===== src/rtl/odq_pkg.sv =====
// ----------------------------------------------------------------------------
// odq_pkg
// Shared types and constant tables for the ordered dither palette quantizer:
// word layouts, the fixed palette and the 4x4 threshold matrix.
// ----------------------------------------------------------------------------
package odq_pkg;

   localparam int PaletteEntries = 16;
   localparam int IndexBits      = $clog2(PaletteEntries);
   localparam int MatrixSide     = 4;
   localparam int MatrixBits     = $clog2(MatrixSide);
   localparam int DistBits       = 20;

   typedef struct packed {
      logic [7:0]  red_in;
      logic [7:0]  green_in;
      logic [7:0]  blue_in;
      logic [11:0] column;
      logic [11:0] row;
   } req_type;

   typedef struct packed {
      logic [3:0] colour_index;
      logic [7:0] red_out;
      logic [7:0] green_out;
      logic [7:0] blue_out;
   } rsp_type;

   typedef struct packed {
      logic [7:0] red;
      logic [7:0] green;
      logic [7:0] blue;
   } pixel_type;

   // Word passed from cell to cell: dithered pixel plus best match so far.
   typedef struct packed {
      logic                 valid;
      pixel_type            pix;
      logic [DistBits-1:0]  distance;
      logic [IndexBits-1:0] idx;
   } link_type;

   localparam logic [23:0] PaletteTable [PaletteEntries] = '{
      24'h140C1C, 24'h442434, 24'h30346D, 24'h4E4A4E,
      24'h854C30, 24'h346524, 24'hD04648, 24'h757161,
      24'h597DCE, 24'hD27D2C, 24'h8595A1, 24'h6DAA2C,
      24'hD2AA99, 24'h6DC2CA, 24'hDAD45E, 24'hDEEED6
   };

   // Indexed by {column, row} low bits, column major.
   localparam logic [3:0] ThresholdTable [MatrixSide*MatrixSide] = '{
      4'd0,  4'd8,  4'd2,  4'd10,
      4'd12, 4'd4,  4'd14, 4'd6,
      4'd3,  4'd11, 4'd1,  4'd9,
      4'd15, 4'd7,  4'd13, 4'd5
   };

endpackage


===== src/rtl/odq_cell.sv =====
// ----------------------------------------------------------------------------
// odq_cell
// One palette cell: measures the redmean distance from the passing pixel to
// its own palette colour and keeps the better of that and the incoming best.
// ----------------------------------------------------------------------------
module odq_cell #(
   parameter int CELL_INDEX = 0
) (
   input  logic              clock,
   input  logic              reset,
   input  logic              advance,
   input  odq_pkg::link_type link_in,
   output odq_pkg::link_type link_out
);
   import odq_pkg::*;

   localparam logic [23:0] Colour = PaletteTable[CELL_INDEX];
   localparam logic [IndexBits-1:0] MyIndex = IndexBits'(CELL_INDEX);

   // first stage: squares and mean
   logic                 a_valid_ff, a_valid_in;
   pixel_type            a_pix_ff;
   logic [DistBits-1:0]  a_dist_ff;
   logic [IndexBits-1:0] a_idx_ff;
   logic [15:0]          sq_r_ff, sq_g_ff, sq_b_ff;
   logic [15:0]          sq_r_in, sq_g_in, sq_b_in;
   logic [7:0]           mean_ff, mean_in;
   logic [7:0]           dr, dg, db;
   logic [8:0]           red_sum;

   // second stage: distance and compare
   logic                 b_valid_ff;
   pixel_type            b_pix_ff;
   logic [DistBits-1:0]  b_dist_ff, b_dist_in;
   logic [IndexBits-1:0] b_idx_ff, b_idx_in;
   logic [9:0]           red_weight, blue_weight;
   logic [25:0]          red_prod, blue_prod;
   logic [DistBits-1:0]  cell_distance;

   always_comb begin
      dr = (link_in.pix.red > Colour[23:16]) ? link_in.pix.red - Colour[23:16]
                                             : Colour[23:16] - link_in.pix.red;
      dg = (link_in.pix.green > Colour[15:8]) ? link_in.pix.green - Colour[15:8]
                                              : Colour[15:8] - link_in.pix.green;
      db = (link_in.pix.blue > Colour[7:0]) ? link_in.pix.blue - Colour[7:0]
                                            : Colour[7:0] - link_in.pix.blue;
      sq_r_in    = 16'(dr) * 16'(dr);
      sq_g_in    = 16'(dg) * 16'(dg);
      sq_b_in    = 16'(db) * 16'(db);
      red_sum    = {1'b0, link_in.pix.red} + {1'b0, Colour[23:16]};
      mean_in    = red_sum[8:1];
      a_valid_in = link_in.valid;
   end

   always_ff @(posedge clock) begin
      if (reset) begin
         a_valid_ff <= 1'b0;
      end else if (advance) begin
         a_valid_ff <= a_valid_in;
      end
   end

   always_ff @(posedge clock) begin
      if (advance) begin
         a_pix_ff  <= link_in.pix;
         a_dist_ff <= link_in.distance;
         a_idx_ff  <= link_in.idx;
         sq_r_ff   <= sq_r_in;
         sq_g_ff   <= sq_g_in;
         sq_b_ff   <= sq_b_in;
         mean_ff   <= mean_in;
      end
   end

   always_comb begin
      red_weight    = 10'd512 + {2'b00, mean_ff};
      blue_weight   = 10'd767 - {2'b00, mean_ff};
      red_prod      = 26'(red_weight) * 26'(sq_r_ff);
      blue_prod     = 26'(blue_weight) * 26'(sq_b_ff);
      cell_distance = DistBits'(red_prod[25:8]) + DistBits'({sq_g_ff, 2'b00})
                    + DistBits'(blue_prod[25:8]);
      // ties go to the later, higher index
      if (cell_distance <= a_dist_ff) begin
         b_dist_in = cell_distance;
         b_idx_in  = MyIndex;
      end else begin
         b_dist_in = a_dist_ff;
         b_idx_in  = a_idx_ff;
      end
   end

   always_ff @(posedge clock) begin
      if (reset) begin
         b_valid_ff <= 1'b0;
      end else if (advance) begin
         b_valid_ff <= a_valid_ff;
      end
   end

   always_ff @(posedge clock) begin
      if (advance) begin
         b_pix_ff  <= a_pix_ff;
         b_dist_ff <= b_dist_in;
         b_idx_ff  <= b_idx_in;
      end
   end

   assign link_out.valid    = b_valid_ff;
   assign link_out.pix      = b_pix_ff;
   assign link_out.distance = b_dist_ff;
   assign link_out.idx      = b_idx_ff;

   assert property (@(posedge clock) disable iff (reset)
      !advance |=> (b_valid_ff == $past(b_valid_ff)))
      else $error("cell output valid moved during a stall");

   assert property (@(posedge clock) disable iff (reset)
      advance |=> (b_valid_ff == $past(a_valid_ff)))
      else $error("cell lost or invented a word");

   assert property (@(posedge clock) disable iff (reset)
      (advance && a_valid_ff) |=> (b_dist_ff <= $past(a_dist_ff)))
      else $error("best distance grew across a cell");

   assert property (@(posedge clock) disable iff (reset)
      (advance && a_valid_ff) |=> ((b_idx_ff == MyIndex) || (b_idx_ff == $past(a_idx_ff))))
      else $error("cell produced a foreign index");

endmodule


===== config.mk =====
export PLATFORM = sky130hd
export DESIGN_NAME = odq_cell
export DESIGN_NICKNAME = d
export VERILOG_FILES = /design/src/rtl/odq_pkg.sv /design/src/rtl/odq_cell.sv
export SDC_FILE = /design/constraint.sdc
export NUM_CORES = 1
export LEC_CHECK = 0
export ABC_AREA = 1
export BUFFER_PORTS_ARGS = -buffer_cell sky130_fd_sc_hd__buf_2
export CORE_ASPECT_RATIO = 0.6
export CORE_MARGIN = 8
export CORE_UTILIZATION = 50
export CTS_CLUSTER_SIZE = 30
export DETAILED_ROUTE_END_ITERATION = 16
export PLACE_DENSITY = 0.67
export SYNTH_ARGS = -nofsm -noshare
export SYNTH_HDL_FRONTEND = slang
export SYNTH_SLANG_ARGS = --single-unit

===== constraint.sdc =====
create_clock -name clock -period 10.6 [get_ports clock]
set_input_delay 1.59 -clock clock [delete_from_list [all_inputs] [get_ports clock]]
set_output_delay 1.59 -clock clock [all_outputs]
set_load 0.02 [all_outputs]

==> results <==
- The max-slew violation count is 0.
- The max capacitance violation total is 0.
- The routability congestion estimate from global placement is approximately 0.95.
- Buffers added to address setup during post-CTS repair amount to 0.
- The post-synthesis share of cell area spent on full adders, half adders and majority gates is 41.4%.
- The first global-routing pass estimated between 80 and 90 mm of wire.
- Multiplexer cells account for 0.0459% of the synthesized area.
- The final non-filler cell area is 23600 µm².
- The worst path uses 87.4% of the clock period.
- The basic-gate share of the synthesized area counting and, or, nand and nor cells is a little under a fifth.
- The number of cells on the worst hold path is 0.
- On the critical path the largest part of the delay comes from adder cells.
- The count of buffers added on input and output ports is 100.
- The number of nets in the finished design is approximately 3300.
- The floorplan row count is slightly below 60.
- The depth of the CTS H-tree is 4.
- Once the floorplan was initialized, standard cells occupied between 50% and 60% of the core.
- After synthesis, the largest family of logic cells by area is adder cells.
- The first TritonRoute pass finished after 5 iterations.
- Together, buffers and inverters on the worst path number 6.
- The initial antenna violation count is 0.
- The floorplan step defined a die boundary enclosing approximately 50000 µm².
- The placed standard-cell area is 23000 µm².
- The vertical die dimension is around 180 µm.
- The count of yosys warnings during synthesis is 0.
- The post-route setup TNS is 0 ps.
- The share of the Yosys chip area taken by registers is 20.1%.
- Setup repair after global routing left no endpoint under its margin.
- Cells with a size suffix above 1 make up under 10% of the layout.
- The average vias per placed instance is 5.19.
- Across all layers, the routed design uses between 15000 and 20000 vias.
- The type of the worst min-delay path is flop to flop.
- Dividing the detail-routed wire length by the instance count gives between 15 and 20 µm.
- In this run the tightest slew margin relative to its limit is 38.0%.
- The number of library cell types mapped by synthesis is 47.
- The synthesized design contains around 150 enable-type register cells.
- The maximum clock frequency is about 0.11 GHz.
- At the worst endpoint, the arrival time is ~9500 ps.
- The clock net in this run drives a total of 147 sinks.
- In this run, post-CTS hold repair placed 0 buffers.
- In the final layout, the multi-input gates occupy between 15000 and 20000 µm².
- The total setup violations reported at the end of the flow is 0.
- In this design, the stage delay of the slowest critical-path cell is between 800 and 900 ps.
- The finished layout holds approximately 3300 standard cells, fillers aside.
- The highest-delay cell along the critical path is sky130_fd_sc_hd__edfxtp_1.
- The clock latency of the later-clocked register in the worst-skew pair is 460 ps.
- STA classifies the critical path startpoint as a flop.
- For this run, asynchronously set or reset flops after synthesis account for 0%.
- The area share of the largest cell type after synthesis is between 20% and 30%.
- The critical path data required time is ~11000 ps.
- The area growth from synthesis to layout is 8.09%.
- The die extent in x is roughly 290 µm.
- In the synthesized netlist, the cells that appear most often are sky130_fd_sc_hd__nand2_1 (571), sky130_fd_sc_hd__inv_1 (568), sky130_fd_sc_hd__ha_1 (278).
- The via count of the first global-routing pass is about 17000.
- After Yosys synthesis, XOR and XNOR cells account for a little under 4% of the synthesized area.
- The main flop type after synthesis is sky130_fd_sc_hd__edfxtp_1.
- The CTS tree is yes.
- In this run, post-CTS repair resized a total of 0 instances.
- The number of top-level pins is around 100.
- Summed over all layers, the routed wires come to between 50 and 60 mm.
- After synthesis the netlist holds a flip-flop and latch count of 147.
- The setup path with the least slack is of type flop to flop.
- After synthesis the cells add up to ~22000 µm².
- The gate count after technology mapping is 2598.
- The most numerous cell type found on the critical path is sky130_fd_sc_hd__nand2_1.
- At the pin with the least slew margin, the transition time is 929 ps.
- The clock period could shrink to ~9300 ps.
- After detailed routing, the number of remaining DRC violations is 0.
- The total global routing track utilization is 21.8%.
- The maximum clock skew at final layout is ~8.0 ps.
- The layout has roughly 4000 filler cells.
- Summed over all layers, the global routing overflow is 0.
- The tree is rooted in a sky130_fd_sc_hd__clkbuf_16.
- Entering global routing, the biggest net connects 76 pins.
- The largest total area in the synthesized netlist belongs to sky130_fd_sc_hd__fa_1.
- The final antenna diode count is 0.
- In this run the remaining antenna-violating nets after routing total 0.
- sky130_fd_sc_hd__nand2_1 is the most common cell in the netlist.
- Counting along the longest clock path gives a buffer depth of 2.
- The area occupied by registers is between 4000 and 5000 µm².
- Sorting the synthesized cells by area gives the leading types as sky130_fd_sc_hd__fa_1 (25%), sky130_fd_sc_hd__edfxtp_1 (20%), sky130_fd_sc_hd__ha_1 (16%), sky130_fd_sc_hd__nand2_1 (9.8%), sky130_fd_sc_hd__inv_1 (9.8%).
- The largest fanout on the critical path is 35.
- The run finished with clean final reports.
- In this run the number of cells on the critical path is 35.
- The region available for standard cell placement spans ~43000 µm².
- Once detailed placement completed, the half-perimeter wirelength came to 45.4 mm.
- In this run, placement finished with an instance count of about 3300.
- The clock edge transition at the registers on the reported setup and hold paths is approximately 70 ps.
- In this run, CTS created clock tree buffers numbering 17.
- The number of hold violations in the final report was 0.
- The first routing iteration left between 1000 and 1500 violations.
- The synthesized netlist devotes between 5 and 6% of its cell area to compound gates.
- The worst setup path is captured at a flop.
- The mean area per synthesized cell is ~8.4 µm².
- The number of cells traversed by the worst register-to-register path is 35.
## path summary, 6_finish.rpt
path	start	to	slack [ps]
setup / recovery	mean_ff[3]	b_dist_ff[15]	1340
hold / removal	a_pix_ff[5]	link_out[29]	420
setup reg to reg	mean_ff[3]	b_dist_ff[15]	1340
hold reg to reg	a_pix_ff[5]	link_out[29]	420
## placed cells by master, fill, tap and decap left out, types with 8 or more instances in the layout
cell type	n
sky130_fd_sc_hd__nand2_1	571
sky130_fd_sc_hd__buf_2	99
sky130_fd_sc_hd__clkbuf_16	17
sky130_fd_sc_hd__inv_1	568
sky130_fd_sc_hd__xor2_1	63
sky130_fd_sc_hd__nand4_1	31
sky130_fd_sc_hd__o21ai_0	55
sky130_fd_sc_hd__o21bai_1	14
sky130_fd_sc_hd__inv_2	13
sky130_fd_sc_hd__nand3_1	81
sky130_fd_sc_hd__fa_1	277
sky130_fd_sc_hd__nor3_1	16
sky130_fd_sc_hd__a21oi_1	111
sky130_fd_sc_hd__edfxtp_1	145
sky130_fd_sc_hd__conb_1	20
sky130_fd_sc_hd__xnor2_1	25
sky130_fd_sc_hd__ha_1	278
sky130_fd_sc_hd__buf_4	8
sky130_fd_sc_hd__nand2_2	9
sky130_fd_sc_hd__o21a_1	10
sky130_fd_sc_hd__nor2_1	225
## registers in the layout (all words and copies together) (netlist names)
signal and flops:
a_dist_ff 20, a_idx_ff 4, a_pix_ff 24, a_valid_ff 1
b_dist_ff 20, b_idx_ff 4, b_valid_ff 1, link_out 24
mean_ff 7, sq_b_ff 14, sq_g_ff 14, sq_r_ff 14
## metal layers
metal | vias to the layer above | track usage (%) | part of all wire [%]
met2 | 586 | 31.3 | 40
met5 | - | 0 | 0
met1 | 8255 | 33.7 | 51
met3 | 49 | 4.77 | 7.9
li1 | 8211 | - | -
met4 | 0 | 4.10 | 1.2
## logic make-up after synthesis
| kind of cell | after synthesis |
|---|---|
| AOI/OAI and AO/OA | 217 |
| buffers and inverters | 627 |
| xor gates and xnor gates | 91 |
| muxes | 1 |
| and+or+nand+nor | 958 |
| DFF | 147 |
| adders and majority gates | 555 |
| other | 2 |
## metrics by stage
| stage | setup slack, ps | hold WS [ps] | utilization (%) |
|---|---|---|---|
| floorplan | 3070 | 400 | - |
| CTS | 1410 | 413 | 54.6 |
| detailed placement | 1450 | 406 | 53.3 |
| finish | 1340 | 416 | 54.6 |
| global route | 630 | 421 | 54.6 |
| global placement | 1510 | 401 | 53.3 |
## layout make-up
| type | count | area share [%] |
|---|---|---|
| inverter | 584 | 9.30 |
| multi-input combinational | 1842 | 64.1 |
| timing repair buffer | 108 | 2.40 |
| clock buffer | 18 | 1.82 |
| clock inverter | 14 | 0.653 |
| sequential | 147 | 18.6 |
| tap | 579 | 3.07 |
Power is not shown: default switching activity piles up to over one toggle a cycle in this logic, so the estimate is an artifact.
